==> src/rtl/fixed_point_alu_assert.svh <==
// Assertion macros for the ALU top level
`ifndef FIXED_POINT_ALU_ASSERT_SVH
`define FIXED_POINT_ALU_ASSERT_SVH

// same-cycle implication, off during reset
`define FPA_ASSERT_NOW(lbl, ante, cons) \
  lbl: assert property (@(posedge clk) disable iff (rst) (ante) |-> (cons)) \
    else $error("fixed_point_alu: same-cycle check failed");

// next-cycle implication, checked during reset too
`define FPA_ASSERT_NEXT(lbl, ante, cons) \
  lbl: assert property (@(posedge clk) (ante) |=> (cons)) \
    else $error("fixed_point_alu: next-cycle check failed");

`endif

==> src/rtl/fpa_pkg.sv <==
`default_nettype none
package fpa_pkg;

  localparam logic [3:0] OP_NEG      = 4'd0;
  localparam logic [3:0] OP_ADD      = 4'd1;
  localparam logic [3:0] OP_SUB      = 4'd2;
  localparam logic [3:0] OP_MUL      = 4'd3;
  localparam logic [3:0] OP_DIV      = 4'd4;
  localparam logic [3:0] OP_SHR      = 4'd5;
  localparam logic [3:0] OP_SHL      = 4'd6;
  localparam logic [3:0] OP_LT       = 4'd7;
  localparam logic [3:0] OP_GT       = 4'd8;
  localparam logic [3:0] OP_LE       = 4'd9;
  localparam logic [3:0] OP_GE       = 4'd10;
  localparam logic [3:0] OP_EQ       = 4'd11;
  localparam logic [3:0] OP_NE       = 4'd12;
  localparam logic [3:0] OP_FROM_INT = 4'd13;
  localparam logic [3:0] OP_TO_INT   = 4'd14;

  // divider: 64 quotient bits, four per stage
  localparam int DIV_BITS   = 64;
  localparam int DIV_STEPS  = 4;
  localparam int DIV_STAGES = DIV_BITS / DIV_STEPS;

  // result fields riding beside the divider
  typedef struct packed {
    logic        valid;
    logic        is_div;
    logic        neg;
    logic        dz;
    logic        flag;
    logic [31:0] res;
  } side_t;

  // divider working state
  typedef struct packed {
    logic [31:0] rem;
    logic [63:0] dq;
    logic [31:0] dvs;
  } div_t;

endpackage
`default_nettype wire

==> src/rtl/fpa_front.sv <==
`default_nettype none
module fpa_front #(
  parameter int FRAC_BITS = 8
) (
  input  wire                 clk,
  input  wire                 rst,
  input  wire                 en,
  input  wire                 valid_in,
  input  wire  [3:0]          op,
  input  wire  signed [31:0]  a,
  input  wire  signed [31:0]  b,
  input  wire  [4:0]          sh,
  output fpa_pkg::side_t      side_out,
  output fpa_pkg::div_t       div_out
);

  fpa_pkg::side_t     side;
  logic               is_mul;
  logic signed [63:0] prod;
  logic [31:0]        res_c;
  logic               flag_c;
  logic [31:0]        abs_a;
  logic [31:0]        abs_b;

  // simple operations, comparisons and divide setup
  always_comb begin
    res_c  = 32'd0;
    flag_c = 1'b0;
    case (op)
      fpa_pkg::OP_NEG:      res_c = 32'd0 - a;
      fpa_pkg::OP_ADD:      res_c = a + b;
      fpa_pkg::OP_SUB:      res_c = a - b;
      fpa_pkg::OP_SHR:      res_c = a >>> sh;
      fpa_pkg::OP_SHL:      res_c = a << sh;
      fpa_pkg::OP_LT:       flag_c = a < b;
      fpa_pkg::OP_GT:       flag_c = a > b;
      fpa_pkg::OP_LE:       flag_c = a <= b;
      fpa_pkg::OP_GE:       flag_c = a >= b;
      fpa_pkg::OP_EQ:       flag_c = a == b;
      fpa_pkg::OP_NE:       flag_c = a != b;
      fpa_pkg::OP_FROM_INT: res_c = a << FRAC_BITS;
      fpa_pkg::OP_TO_INT:   res_c = a >>> FRAC_BITS;
      default:              res_c = 32'd0;
    endcase
    abs_a = a[31] ? 32'd0 - a : a;
    abs_b = b[31] ? 32'd0 - b : b;
  end

  // register results, product and divider start
  always_ff @(posedge clk) begin
    if (rst) begin
      side.valid <= 1'b0;
    end else if (en) begin
      side.valid <= valid_in;
    end
    if (en) begin
      side.is_div <= (op == fpa_pkg::OP_DIV);
      side.neg    <= a[31] ^ b[31];
      side.dz     <= (op == fpa_pkg::OP_DIV) && (b == 32'sd0);
      side.flag   <= flag_c;
      side.res    <= res_c;
      is_mul      <= (op == fpa_pkg::OP_MUL);
      prod        <= 64'(a) * 64'(b);
      div_out.rem <= 32'd0;
      div_out.dq  <= {32'd0, abs_a} << FRAC_BITS;
      div_out.dvs <= abs_b;
    end
  end

  // scale product back to the fixed-point grid
  always_comb begin
    side_out = side;
    if (is_mul) begin
      side_out.res = prod[FRAC_BITS +: 32];
    end
  end

endmodule
`default_nettype wire

==> config.mk <==
export PLATFORM = sky130hd
export DESIGN_NAME = fpa_front
export DESIGN_NICKNAME = d
export VERILOG_FILES = /design/src/rtl/fixed_point_alu_assert.svh /design/src/rtl/fpa_pkg.sv /design/src/rtl/fpa_front.sv
export SDC_FILE = /design/constraint.sdc
export NUM_CORES = 2
export LEC_CHECK = 0
export ABC_CLOCK_PERIOD_IN_PS = 10720
export BUFFER_PORTS_ARGS = -buffer_cell sky130_fd_sc_hd__buf_4
export CAP_MARGIN = 0
export CORE_MARGIN = 2
export CORE_UTILIZATION = 50
export CTS_BUF_LIST = sky130_fd_sc_hd__clkbuf_8
export DETAILED_ROUTE_END_ITERATION = 10
export GPL_TIMING_DRIVEN = 0
export PLACE_DENSITY = 0.73
export SKIP_CTS_REPAIR_TIMING = 1
export SLEW_MARGIN = 20
export SYNTH_ARGS = -nofsm -noshare
export SYNTH_HDL_FRONTEND = slang
export SYNTH_SLANG_ARGS = --single-unit
==> constraint.sdc <==
create_clock -name clk -period 10.72 [get_ports clk]
set_input_delay 2.68 -clock clk [delete_from_list [all_inputs] [get_ports clk]]
set_output_delay 2.68 -clock clk [all_outputs]
set_load 0.05 [all_outputs]
# Word level (Yosys, flattened, before mapping)
# Cells that the tools add are included.
[totals]
regBits = 142
word_cells = 48
in_bits = 77
[op_classes]
bitwise = 1
mux = 5
reduce_logical = 3
magnitude_cmp = 4
eq_ne = 16
mul = 1
shifts = 2
addsub = 4
[op_table]
columns = ["op", "n"]
rows = [
  ["one-hot mux 32 bit (7 select lines)", 1],
  ["subtractor 1 x 32 -> 32 bit, first input constant", 2],
  ["two-way mux 31 bit", 2],
  ["multiplier 32 x 32 -> 40 bit", 1],
  ["adder 32 bit", 1],
  ["== test 32 bit", 1],
  [">= comparator 32 bit", 1],
  ["> comparator 32 bit", 1],
  ["less-or-equal comparator 32 bit", 1],
  ["zero test 32 bit", 1],
  ["< comparator 32 bit", 1],
  ["two-way mux 32 bit", 1],
  ["!= test 32 bit", 1],
  ["<< shifter 32 x 5 -> 32 bit", 1],
  [">>> shifter 32 x 5 -> 32 bit", 1],
  ["subtractor 32 bit", 1],
  ["== test 4 bit, second input constant", 7],
  ["== test 4 x 3 -> 1 bit, second input constant", 4],
  ["== test 4 x 2 -> 1 bit, second input constant", 2],
  ["one-hot mux 1 bit (6 select lines)", 1],
  ["== test 4 x 1 -> 1 bit, second input constant", 1],
  ["zero test 4 bit", 1],
  ["logical AND 1 bit", 1],
  ["bitwise XOR 1 bit", 1],
]

# Logic depth before layout (Yosys ltp)
[depth]
word_depth = 2
mapped_depth = 31
ltp_nobuf = 29

# Least setup slack after synthesis
# OpenSTA, ideal clock, no wires.
[synth_timing]
kind = "input-to-reg"
start = "input a[22]"
end = "register prod[39] (data pin)"
t_required_ns = 10.460
stages = 26
n_path_buf = 3
arrival_ns = 9.551
setup_ns = 0.260
slack_ns = 0.909
path_cell_list = "clkbuf_1 -> clkbuf_1 -> clkbuf_1 -> nand2_1 -> fa_1 -> inv_1 -> fa_1 -> fa_1 -> inv_1 -> fa_1 -> inv_1 -> fa_1 -> inv_1 -> fa_1 -> fa_1 -> fa_1 -> inv_1 -> ha_1 -> nand2_1 -> or3_1 -> o22a_1 -> o21a_1 -> o31ai_1 -> nor4_1 -> nor3_1 -> xnor2_1"
[synth_between]
elab_chain_cells = 1
[synth_lines]
columns = ["element", "line", "source"]
rows = [
  ["start, declared", "fpa_front.sv:10", "input wire signed [31:0] a,"],
  ["multiplier 32 x 32 -> 40 bit", "fpa_front.sv:63", "prod <= 64'(a) * 64'(b);"],
  ["end signal, assigned", "fpa_front.sv:63", ""],
  ["end, declared", "fpa_front.sv:19", "logic signed [63:0] prod;"],
]
# Every way passes these cells.
# A chain may end at the register's enable or synchronous reset.

# Worst setup path in the final report
[layout_timing]
start = "input a[8]"
end = "register prod[34] (data pin)"
# The elaborated chain is that of the path after synthesis.

==> impl_metrics.csv <==
group,metric,value,unit
run_status,outcome,"complete, no violations",
sta,holdWs,0.509,ns
cells_and_area,area_delta_synth_final,8.83,%
floorplanning,die_height,275,um
grt,antenna_found_initial,17,
cells_and_area,fill_cells,6917,
detailed_routing,drt_iter0_drc,4000,
clock_network,h-tree-depth,4,
detailed_routing,avgViaCountPerCell,6.13,
grt,grt_use_met1,59.6,%
sta,setup_viol,0,
clock_network,clk_pin_slew_worst_paths,0.11,ns
setup_path,startpoint_type,"input pin",
sta,clock.fmax,0.0936,GHz
clock_network,cts_sinks,134,
floorplanning,die_width,275,um
sta,maxSlewHeadroom,14.4,%
sta,hold_viol_final,0,
detailed_routing,post-route-drc-count,0,
synth,syn_avg_cell_area,8.80,um^2
detailed_routing,wl_per_cell,32.2,um
synth,synth_seq_cells,134,
synth,ys.flop_type,"edfxtp_1",
grt,grt_pass1_wl,248000,um
setup_path,crit_fanout,16,
placed_design,port_buffers,171,
detailed_routing,num_vias,33100,
sta,min_period_over_period,99.6,%
detailed_routing,routed_wl,174000,um
synth,yosysSeqAreaShare,10.9,%
grt,met2_usage,69.1,%
grt,overflow,0,
placed_design,place_congestion,1.11,
synth,yosysWarnings,0,
placed_design,placed_cell_area,0.0397,mm^2
min_path,hp-class,"flop to flop",
job,maxCapViolations,0,
setup_path,crit_required,11.07,ns
floorplanning,dieArea,0.0759,mm^2
synth,synthDistinctLibCells,80,
cells_and_area,fin_nets,5355,
synth,synth-async-reset-ratio,0,%
synth,synth_edf_count,133,
setup_path,cp.arrival,11.03,ns
grt,grt_max_degree,71,
detailed_routing,drtPass1Iterations,8,
cells_and_area,final_cell_area,0.0401,mm^2
sta,tightest_slew,1.28,ns
synth,mappedNetlistArea,0.0369,mm^2
floorplanning,initial_core_util,50.5,%
grt,grt.busiest_layer,"met2",
floorplanning,ios,242,
sta,setup_tns,0,ns
grt,gr-usage-met3,14.8,%
placed_design,dp_hpwl,145000,um
floorplanning,core_area,0.0730,mm^2
setup_path,crit_path_end_kind,"flop",
sta,fin_crit,10.68,ns
grt,track_usage,47.5,%
clock_network,cts_tree,"built",
floorplanning,rows,99,
synth,syn_inst,4190,
detailed_routing,postRouteAntennaNets,0,
cells_and_area,drive_gt1_share,10.0,%
clock_network,clk_latency,0.58,ns
clock_network,cts_root_buf,"clkbuf_8",
grt,grt_pass1_vias,33700,
sta,slew_violations,0,
clock_network,clock_path_buffers,2,
sta,clock_skew,0,ns
clock_network,numCtsBuffers,17,
setup_path,path_class,"input pin to flop",
## final cells by class
| type | instances | area [um^2] | share of cell area, % |
|---|---|---|---|
| buffer | 309 | 1510 | 3.76 |
| inverter | 739 | 2780 | 6.93 |
| multi-input combinational | 3031 | 28800 | 71.8 |
| sequential | 134 | 4010 | 10.0 |
| clock buffer | 17 | 234 | 0.583 |
| timing repair buffer | 182 | 1400 | 3.49 |
| antenna | 13 | 32.5 | 0.0811 |
| clock inverter | 15 | 153 | 0.381 |
| tap | 959 | 1200 | 2.99 |
## worst max-delay path: stages
cell and delay [ns]:
buf_4 0.34, clkbuf_1 0.89, and2_1 0.27, fa_1 0.42, fa_1 0.47, fa_1 0.49, inv_1 0.05, fa_1 0.52
inv_1 0.04, ha_1 0.27, ha_1 0.31, fa_1 0.48, inv_1 0.05, fa_1 0.47, inv_1 0.04, ha_1 0.36
nand3_1 0.10, nor3_1 0.60, o31ai_4 0.23, o22a_1 0.32, o211ai_1 0.84, a21oi_1 0.25, o21bai_1 0.27, a21oi_1 0.12
xnor2_1 0.14
## final timing paths
| check | end | slack (ns) | from | cells after the start |
|---|---|---|---|---|
| worst min-delay path | side_out[36]$_SDFFE_PP0P_ | 0.51 | side_out[36]$_SDFFE_PP0P_ | 2 |
| worst max register to register | side_out[36]$_SDFFE_PP0P_ | 10.13 | side_out[36]$_SDFFE_PP0P_ | 2 |
| worst max-delay path | prod[34]$_DFFE_PP_ | 0.04 | a[8] | 25 |
| worst min register to register | side_out[36]$_SDFFE_PP0P_ | 0.51 | side_out[36]$_SDFFE_PP0P_ | 2 |
## cells in the mapped netlist, drive strengths merged (41+ instances only)
| master | number | share of area [%] |
|---|---|---|
| o21ai | 132 | 1.8 |
| mux2 | 41 | 1.3 |
| a21oi | 118 | 1.6 |
| nand2 | 419 | 4.3 |
| xnor2 | 130 | 3.1 |
| ha | 220 | 7.5 |
| and2 | 389 | 6.6 |
| buf | 105 | 1.8 |
| clkbuf | 244 | 2.5 |
| mux2i | 65 | 1.8 |
| nor2 | 244 | 2.5 |
| edfxtp | 133 | 11 |
| fa | 644 | 35 |
| inv | 735 | 7.5 |
| nor3 | 51 | 0.72 |
## registers in the layout (all words and copies together) (netlist names)
signal    flops
is_mul        1
side_out      5
prod         32
div_out      64
side         32
## routing by layer
| layer | routed length [um] | vias up |
|---|---|---|
| met3 | 19700 | 658 |
| li1 | - | 13500 |
| met1 | 64200 | 16600 |
| met4 | 15300 | 8 |
| met2 | 74600 | 2235 |
| met5 | 115 | - |
## cell families (layout without fill, tap and decap cells)
kind of cell / after synthesis / in the layout / share of synthesized area (%)
and+or+nand+nor: 1276 / 1276 / 17.1
buffers and inverters: 1088 / 1262 / 11.8
adders and majority gates: 864 / 864 / 42.5
AOI/OAI and AO/OA: 541 / 541 / 9.76
xor gates and xnor gates: 161 / 161 / 3.83
DFF: 134 / 134 / 10.9
muxes: 125 / 125 / 4.18
other: 1 / 77 / 0.0102
## cells in the final DEF, fill, tap and decap left out, drive strengths merged, types with 14 or more instances in the layout
master  synthesis  layout
inv           735     744
fa            644     644
nand2         419     419
and2          389     389
buf           105     285
nor2          244     244
ha            220     220
clkbuf        244     220
edfxtp        133     133
o21ai         132     132
xnor2         130     130
a21oi         118     118
mux2i          65      65
conb            1      64
nor3           51      51
mux2           41      41
nand2b         36      36
o211ai         33      33
xor2           31      31
nand3          28      28
o21a           26      26
or3            24      24
a21o           23      23
a211oi         21      21
o22ai          20      20
mux4           19      19
a221oi         19      19
o31ai          19      19
nor4           16      16
o21bai         15      15
nand4          14      14
or4            14      14
## metrics by stage
stage	util, %	instances	worst slack, ns
6_report	55.0	5399	0.0411
5_1_grt	54.9	5387	-0.0164
4_1_cts	54.9	5420	-1.62
3_5_place_dp	54.4	5388	-2.22
3_3_place_gp	54.2	5383	-2.17
2_1_floorplan	-	4253	0.909
Power is left out: the tool's default activity adds up to more than one toggle a clock period on the data nets, which glitch-free logic cannot reach.
