--- config.mk ---
export PLATFORM = sky130hd
export DESIGN_NAME = fpa_div_stage
export DESIGN_NICKNAME = d
export VERILOG_FILES = /design/src/rtl/fixed_point_alu_assert.svh /design/src/rtl/fpa_pkg.sv /design/src/rtl/fpa_div_stage.sv
export SDC_FILE = /design/constraint.sdc
export NUM_CORES = 1
export LEC_CHECK = 0
export ABC_AREA = 1
export ABC_CLOCK_PERIOD_IN_PS = 8600
export BUFFER_PORTS_ARGS = -buffer_cell sky130_fd_sc_hd__buf_2
export CAP_MARGIN = 20
export CORE_MARGIN = 5
export CORE_UTILIZATION = 51
export DETAILED_ROUTE_END_ITERATION = 6
export GPL_ROUTABILITY_DRIVEN = 1
export PLACE_DENSITY = 0.79
export SYNTH_ARGS = -nofsm -noshare
export SYNTH_HDL_FRONTEND = slang
export SYNTH_SLANG_ARGS = --single-unit
--- constraint.sdc ---
create_clock -name clk -period 8.6 [get_ports clk]
set_clock_uncertainty 0.2 [all_clocks]
set_input_delay 1.72 -clock clk [delete_from_list [all_inputs] [get_ports clk]]
set_output_delay 1.72 -clock clk [all_outputs]
set_load 0.01 [all_outputs]
--- src/rtl/fixed_point_alu_assert.svh ---
// Assertion macros for the ALU top level
`ifndef FIXED_POINT_ALU_ASSERT_SVH
`define FIXED_POINT_ALU_ASSERT_SVH

// same-cycle implication, off during reset
`define FPA_ASSERT_NOW(lbl, ante, cons) \
  lbl: assert property (@(posedge clk) disable iff (rst) (ante) |-> (cons)) \
    else $error("fixed_point_alu: same-cycle check failed");

// next-cycle implication, checked during reset too
`define FPA_ASSERT_NEXT(lbl, ante, cons) \
  lbl: assert property (@(posedge clk) (ante) |=> (cons)) \
    else $error("fixed_point_alu: next-cycle check failed");

`endif

--- src/rtl/fpa_pkg.sv ---
`default_nettype none
package fpa_pkg;

  localparam logic [3:0] OP_NEG      = 4'd0;
  localparam logic [3:0] OP_ADD      = 4'd1;
  localparam logic [3:0] OP_SUB      = 4'd2;
  localparam logic [3:0] OP_MUL      = 4'd3;
  localparam logic [3:0] OP_DIV      = 4'd4;
  localparam logic [3:0] OP_SHR      = 4'd5;
  localparam logic [3:0] OP_SHL      = 4'd6;
  localparam logic [3:0] OP_LT       = 4'd7;
  localparam logic [3:0] OP_GT       = 4'd8;
  localparam logic [3:0] OP_LE       = 4'd9;
  localparam logic [3:0] OP_GE       = 4'd10;
  localparam logic [3:0] OP_EQ       = 4'd11;
  localparam logic [3:0] OP_NE       = 4'd12;
  localparam logic [3:0] OP_FROM_INT = 4'd13;
  localparam logic [3:0] OP_TO_INT   = 4'd14;

  // divider: 64 quotient bits, four per stage
  localparam int DIV_BITS   = 64;
  localparam int DIV_STEPS  = 4;
  localparam int DIV_STAGES = DIV_BITS / DIV_STEPS;

  // result fields riding beside the divider
  typedef struct packed {
    logic        valid;
    logic        is_div;
    logic        neg;
    logic        dz;
    logic        flag;
    logic [31:0] res;
  } side_t;

  // divider working state
  typedef struct packed {
    logic [31:0] rem;
    logic [63:0] dq;
    logic [31:0] dvs;
  } div_t;

endpackage
`default_nettype wire

--- src/rtl/fpa_div_stage.sv ---
`default_nettype none
module fpa_div_stage (
  input  wire             clk,
  input  wire             rst,
  input  wire             en,
  input  fpa_pkg::side_t  side_in,
  input  fpa_pkg::div_t   div_in,
  output fpa_pkg::side_t  side_out,
  output fpa_pkg::div_t   div_out
);

  logic [31:0] rem_w;
  logic [63:0] dq_w;
  logic [32:0] part;
  logic [32:0] diff;

  // restoring steps on magnitudes
  always_comb begin
    rem_w = div_in.rem;
    dq_w  = div_in.dq;
    part  = 33'd0;
    diff  = 33'd0;
    for (int i = 0; i < fpa_pkg::DIV_STEPS; i++) begin
      part = {rem_w, dq_w[63]};
      diff = part - {1'b0, div_in.dvs};
      dq_w = {dq_w[62:0], 1'b0};
      if (part >= {1'b0, div_in.dvs}) begin
        rem_w   = diff[31:0];
        dq_w[0] = 1'b1;
      end else begin
        rem_w = part[31:0];
      end
    end
  end

  // advance one stage
  always_ff @(posedge clk) begin
    if (rst) begin
      side_out.valid <= 1'b0;
    end else if (en) begin
      side_out.valid <= side_in.valid;
    end
    if (en) begin
      side_out.is_div <= side_in.is_div;
      side_out.neg    <= side_in.neg;
      side_out.dz     <= side_in.dz;
      side_out.flag   <= side_in.flag;
      side_out.res    <= side_in.res;
      div_out.rem     <= rem_w;
      div_out.dq      <= dq_w;
      div_out.dvs     <= div_in.dvs;
    end
  end

endmodule
`default_nettype wire

==> run summary, run 1 <==
The run stopped with a tool error. The global placement routability congestion was 1.01. In the global route stage, overall resource usage came out at 68.0%. Synthesis produced a netlist whose cell count is 1958.

The count of yosys warnings during synthesis is 0, and the area of the mapped netlist is 0.0144 sq mm. From left edge to right edge, the die measures 178 microns. The deepest level of the CTS H-tree was 4. The synthesized design contains 165 register bits. The run gives 52.6 mm as the HPWL reported at the end of detailed placement.

The number of nets in the synthesized netlist was 2258. For the proportion of synthesized chip area in sequential cells, the log shows 34.3%. The starting density of the core was 51.8%. Number of buffers on the longest clock path: 2. The tree is rooted in a sky130_fd_sc_hd__clkbuf_16. The run gives 17 as the total CTS buffers. In this run the vertical extent of the chip is 178 microns. In this run the mean area of a mapped cell was 7.37 sq um. After global routing the overflow that remains totals 10.

The clock net in this run drives a total of 165 sinks. Yosys mapped the design onto 52 distinct sky130hd cell types. Failing step: global routing (5_1_grt). The wire length of the first global-routing pass is 161 mm, and the number of global-route vias before repair is 26300.

After synthesis, the share of flip-flops with an asynchronous set or reset is 0%. Pin placement for this block handled 333 I/O pins. The most common flop cell mapped by yosys was sky130_fd_sc_hd__edfxtp_1. Buffers placed on the I/O ports in this run total 332.

Entering global routing, the biggest net connects 94 pins. The number of flops mapped to enable cells by yosys came out at 164. The first error in the log reads "[ERROR GRT-0116] Global routing finished with congestion. Check the congestion regions in the DRC Viewer". After floorplanning, the core was divided into 61 placement rows. Once placement finished, the instance area stood at 0.0220 sq mm.

Once placement completed, the tool counted placed cells totaling 3316. After clock tree synthesis, the flow added hold-fix buffers numbering 0. Before CTS, the worst setup slack after placement is -1680 ps.
## cell usage after synthesis (2+ instances only)
cell	instances	area (sq um)
sky130_fd_sc_hd__a21boi_0	2	15.0
sky130_fd_sc_hd__a21o_1	15	113
sky130_fd_sc_hd__a21oi_1	135	676
sky130_fd_sc_hd__a21oi_2	2	17.5
sky130_fd_sc_hd__a221oi_1	4	35.0
sky130_fd_sc_hd__a31oi_1	16	100
sky130_fd_sc_hd__a41oi_1	2	17.5
sky130_fd_sc_hd__and2_1	3	18.8
sky130_fd_sc_hd__buf_2	12	60.1
sky130_fd_sc_hd__buf_4	12	90.1
sky130_fd_sc_hd__buf_6	3	33.8
sky130_fd_sc_hd__clkbuf_1	3	11.3
sky130_fd_sc_hd__edfxtp_1	164	4920
sky130_fd_sc_hd__fa_1	4	80.1
sky130_fd_sc_hd__ha_1	128	1600
sky130_fd_sc_hd__inv_1	236	886
sky130_fd_sc_hd__inv_2	6	22.5
sky130_fd_sc_hd__nand2_1	635	2380
sky130_fd_sc_hd__nand2_2	5	31.3
sky130_fd_sc_hd__nand3_1	149	746
sky130_fd_sc_hd__nand3_2	3	30.0
sky130_fd_sc_hd__nand3_4	2	35.0
sky130_fd_sc_hd__nand3b_1	11	82.6
sky130_fd_sc_hd__nand4_1	12	75.1
sky130_fd_sc_hd__nor2_1	135	507
sky130_fd_sc_hd__nor2_2	6	37.5
sky130_fd_sc_hd__nor2_4	2	22.5
sky130_fd_sc_hd__nor3_1	18	90.1
sky130_fd_sc_hd__nor3_2	2	20.0
sky130_fd_sc_hd__nor4_1	11	68.8
sky130_fd_sc_hd__o211ai_1	4	30.0
sky130_fd_sc_hd__o21ai_0	82	410
sky130_fd_sc_hd__o21ai_1	3	15.0
sky130_fd_sc_hd__o21bai_1	13	97.6
sky130_fd_sc_hd__o221ai_1	2	17.5
sky130_fd_sc_hd__or2_2	7	43.8
sky130_fd_sc_hd__xnor2_1	39	342
sky130_fd_sc_hd__xor2_1	56	490
## cells by family after synthesis
family | count (synthesis) | share of synthesized area (%)
simple gates | 1005 | 29.4
fa+ha+maj | 132 | 11.7
compound gates | 287 | 11.1
mux | 1 | 0.0694
buf+inv | 273 | 7.68
xor+xnor | 95 | 5.77
flops | 165 | 34.3
## layer usage
layer | track usage (%) | overflow
met4 | 70.5 | 5
met3 | 50.2 | 0
met1 | 63.8 | 0
met5 | 22.9 | 0
met2 | 89.4 | 5
## timing repair
action                                  CTS
cloned                                    8
gates resized for setup                 458
pin swaps                               117
setup buffers                           147
endpoints found under the setup margin   33
## metrics by stage
stage               hold slack [ps]  setup TNS (ps)
floorplan                       328               0
global placement                275          -44930
detailed placement              352          -53180
CTS                             368          -10810
==> run 2: changes to the inputs <==
- ABC_CLOCK_PERIOD_IN_PS: 8600 -> 11200
- CORE_UTILIZATION: 51 -> 40
- PLACE_DENSITY: 0.79 -> not set
- PLACE_DENSITY_LB_ADDON: not set -> 0.15
- clock period: 8.6 -> 11.2 ns (I/O delays scaled with it)
==> run 2 against run 1 <==
Against the previous run:
- the flow now finishes without violations
- area after synthesis unchanged
- synthesized cell count unchanged
==> run summary, run 2 <==
Post-layout instance count excluding filler cells: 2851. Path depth of the worst reg2reg path: 2. The async set-reset flop share out of synthesis was 0% (unchanged); the number of global-route vias before repair was 14300. The number of buffers on the longest clock path was 2 (unchanged).

The root buffer cell was sky130_fd_sc_hd__clkbuf_16 (unchanged). The logs give 0 for the max-capacitance violation count and 100 for the maximum number of pins on one net before global-route repair. The HPWL reported at the end of detailed placement is 44.5 mm (was 52.6 mm), and the number of flops mapped to enable cells by yosys is 164 (unchanged). Top area cells in the synthesized netlist: sky130_fd_sc_hd__edfxtp_1 34%, sky130_fd_sc_hd__nand2_1 17%, sky130_fd_sc_hd__ha_1 11% (unchanged). The switching power was 2.63 mW. The critical path is of the input port to flip-flop type.

On the critical path, the stage with the largest delay is an instance of sky130_fd_sc_hd__ha_2. The element type at the critical path start was an input port. The internal portion of total power is 2.58 mW, and the standard-cell row count is 69 (was 61). Counting I/O delays and the setup requirement, the final critical path takes 10660 ps.

Once detail routing completed, the nets flagged for antenna violations numbered 0. Setup repair after global routing left no endpoint under its margin. For this run, the slowest stage of the critical path takes 400 ps. In this run the worst path has a maximum fanout of 23.

The total CTS buffers came out at 17 (unchanged). The number of max-slew violations in the final report is 0. The tools report the I/O pin total as 333 (unchanged). The power density over cell area is 290 mW/mm^2, and the deepest level of the CTS H-tree is 4 (unchanged). The most common flop cell mapped by yosys is sky130_fd_sc_hd__edfxtp_1 (unchanged).

The fraction of synthesized cell area in xor and xnor cells works out to 5.77% (unchanged). The total placed cells including tap cells came out at 2811 (was 3316). Share of the synthesized area in compound gates (AO/OA/AOI/OAI): 11.1% (unchanged). The number of design-rule violations left by the first detailed-router iteration came out at 936.

The proportion of synthesized chip area in sequential cells is 34.3% (unchanged). Largest family of logic cells by synthesized area: simple AND/OR/NAND/NOR gates (unchanged). Most common library cell in the layout ignoring fill and taps: sky130_fd_sc_hd__nand2_1.

Clock latency on the worst-skew pair, taken at its later pin, is 450 ps. Fill cells in the final layout number 3627. The via total after detailed routing is 14800. Top cell type's share of synthesized area: 34.1% (unchanged). The total of endpoints with negative setup slack in the final report is 0. The share of total power in combinational logic was 71.3%.

The endpoint type of the worst setup path was a flip-flop. The final-report hold violation count is 0. The cell that appears most often on the critical path is sky130_fd_sc_hd__nand2_1. For the initial antenna violation count, the log shows 0.

The routed via count divided by cell count is 5.20, and the worst IR drop on VDD is 0.159 mV. Global routing used 25.3% of the available tracks. The width of the chip came out at 200 microns (was 178 microns). The logs give 0.0179 sq mm for the design area and 2258 (unchanged) for the number of nets in the synthesized netlist. The first detailed-routing pass ran for 5 iterations.

The per-cell routed wire length was 18.5 microns. The top cell types in the final layout, fill and taps aside, are 634 x sky130_fd_sc_hd__nand2_1, 331 x sky130_fd_sc_hd__buf_2, 234 x sky130_fd_sc_hd__inv_1. The number of flip-flops in the largest register is 128, and the layout net count is 2677. Of the available clock period, the critical path in the final layout requires 95.2%.

For the count of yosys warnings during synthesis, the log shows 0 (unchanged). The fraction of final layout cells with drive strength greater than 1 was 21.4%. Dominant cell type by area after synthesis: sky130_fd_sc_hd__edfxtp_1 (unchanged). In the final layout, the registers with the most flip-flops are div_out (128), side_out (37). The run finished with clean final reports. The wire length of the first global-routing pass was 78.3 mm. At the pin with the least slew margin, the transition time is 888 ps. STA puts the critical path data arrival time at 10660 ps. The final antenna diode count was 0. The basic-gate share of the synthesized area counting and, or, nand and nor cells is 29.4% (unchanged).

The multiplexer area fraction after synthesis is 0.0694% (unchanged). From synthesis to final layout, the design area changed by 24.4%. The die covers 0.0400 sq mm. Summed over all cells, the static leakage comes to 9.13 nW.

The share of total power dissipated in sequential elements is 17.6%. TritonCTS built the clock tree. Most frequent cells after synthesis: 635 x sky130_fd_sc_hd__nand2_1, 236 x sky130_fd_sc_hd__inv_1, 164 x sky130_fd_sc_hd__edfxtp_1 (unchanged).

Summed over all layers, the global routing overflow is 0. The register bit count reported by yosys was 165 (unchanged). In this run switching power makes up 50.5% of total power.

The register containing the most flip-flops in the final layout is div_out. The tools report the total core area as 0.0356 sq mm. For the worst setup path, the data required time is 11200 ps. The path class of the tightest hold or removal check is flip-flop to flip-flop. The die span in y was 200 microns (was 178 microns); the number of sinks on the clock net was 165 (unchanged).

The worst hold-check slack came out at 297 ps. The achievable frequency is 93.8 MHz. The post-synthesis adder-cell area fraction was 11.7% (unchanged); the gate count of the mapped netlist was 1958 (unchanged). For the area of the mapped netlist, the log shows 0.0144 sq mm (unchanged).

The clock network is responsible for 11.1% of the overall power. The count of buffers inserted at the top-level ports works out to 332 (unchanged). Counting instances, the worst hold path has a depth of 2. After clock tree synthesis, the clock-pin slew on the worst setup and hold paths is 70 ps. The number of distinct library cell variants in the gate-level netlist after synthesis was 52 (unchanged). The total placed instance area came out at 0.0172 sq mm (was 0.0220 sq mm).

For this block, the routed nets add up to 52.9 mm of wire. Summed over all failing endpoints, the final setup total negative slack is 0 ps. The synthesized area per cell was 7.37 sq um (unchanged).

For the global placement routability congestion, the log shows 0.949 (was 1.01). The starting density of the core came out at 40.6% (was 51.8%). For the total DRC errors in the routed layout, the log shows 0. Cell with the most instances after synthesis: sky130_fd_sc_hd__nand2_1 (unchanged). For the worst relative slew slack, the log shows 40.8%.
run 2: cell counts after synthesis:
Identical to the previous run, type by type.
run 2: metrics by stage:
stage / setup WS, ps / total power, mW / utilization, %
final: 541 / 5.21 / 50.4
after global routing: 11.5 / 5.68 / 50.4
after CTS: 27.8 / 5.07 / 50.0
after detailed placement: -721 / 4.46 / 48.3
after global placement: -681 / 4.43 / 48.3
after floorplan: 1420 / 3.41 / -
run 2: worst paths after layout:
kind                              from                         to  slack [ps]
min          side_out[36]$_SDFFE_PP0P_  side_out[36]$_SDFFE_PP0P_         300
max                         div_in[24]     div_out[116]$_DFFE_PP_         540
max reg2reg  side_out[36]$_SDFFE_PP0P_  side_out[36]$_SDFFE_PP0P_       10410
min reg2reg  side_out[36]$_SDFFE_PP0P_  side_out[36]$_SDFFE_PP0P_         300
run 2: routing by layer:
layer | routed length, microns | up-vias | GRT usage, %
li1 | - | 7399 | -
met1 | 23100 | 6857 | 34.3
met2 | 25200 | 490 | 42.7
met3 | 2860 | 78 | 2.15
met4 | 1740 | 0 | 8.65
met5 | 0 | - | 0
run 2: critical path, delay by kind of cell:
kind                     cells  cell delay [ps]
AND/OR/NAND/NOR             32             4560
buffers and inverters       14             1580
adder cells (fa/ha/maj)      4             1440
AO/OA/AOI/OAI                3              770
run 2: power groups by stage:
stage               sequential, mW  clock [mW]  combinational (mW)
floorplan                    0.994           0                2.42
global placement             0.931           0                3.50
detailed placement           0.933           0                3.52
CTS                          0.920       0.598                3.55
global route                 0.927       0.621                4.14
finish                       0.917       0.580                3.71
run 2: cell type report:
type	count	area [sq um]	area share, %
Timing Repair Buffer	426	2430	13.5
Clock buffer	18	429	2.39
Sequential cell	165	4940	27.6
Clock inverter	14	143	0.795
Multi-Input combinational cell	1525	8510	47.4
Tap cell	461	577	3.21
Inverter	242	915	5.10
run 2: logic make-up after synthesis:
kind of cell | count (synthesis)
AND/OR/NAND/NOR | 1005
XOR/XNOR | 95
buffers and inverters | 273
AO/OA/AOI/OAI | 287
flip-flops | 165
adder cells (fa/ha/maj) | 132
multiplexers | 1
run 2: repair_timing:
action / 4_1_cts / 5_1_grt
hold buffers: 0 / 0
setup buffers: 0 / 3
setup endpoints to repair: 33 / 33
gates cloned: 1 / 4
pin swaps: 2 / 5
gates resized for setup: 5 / 20
Power figures use the tool's default switching activity.
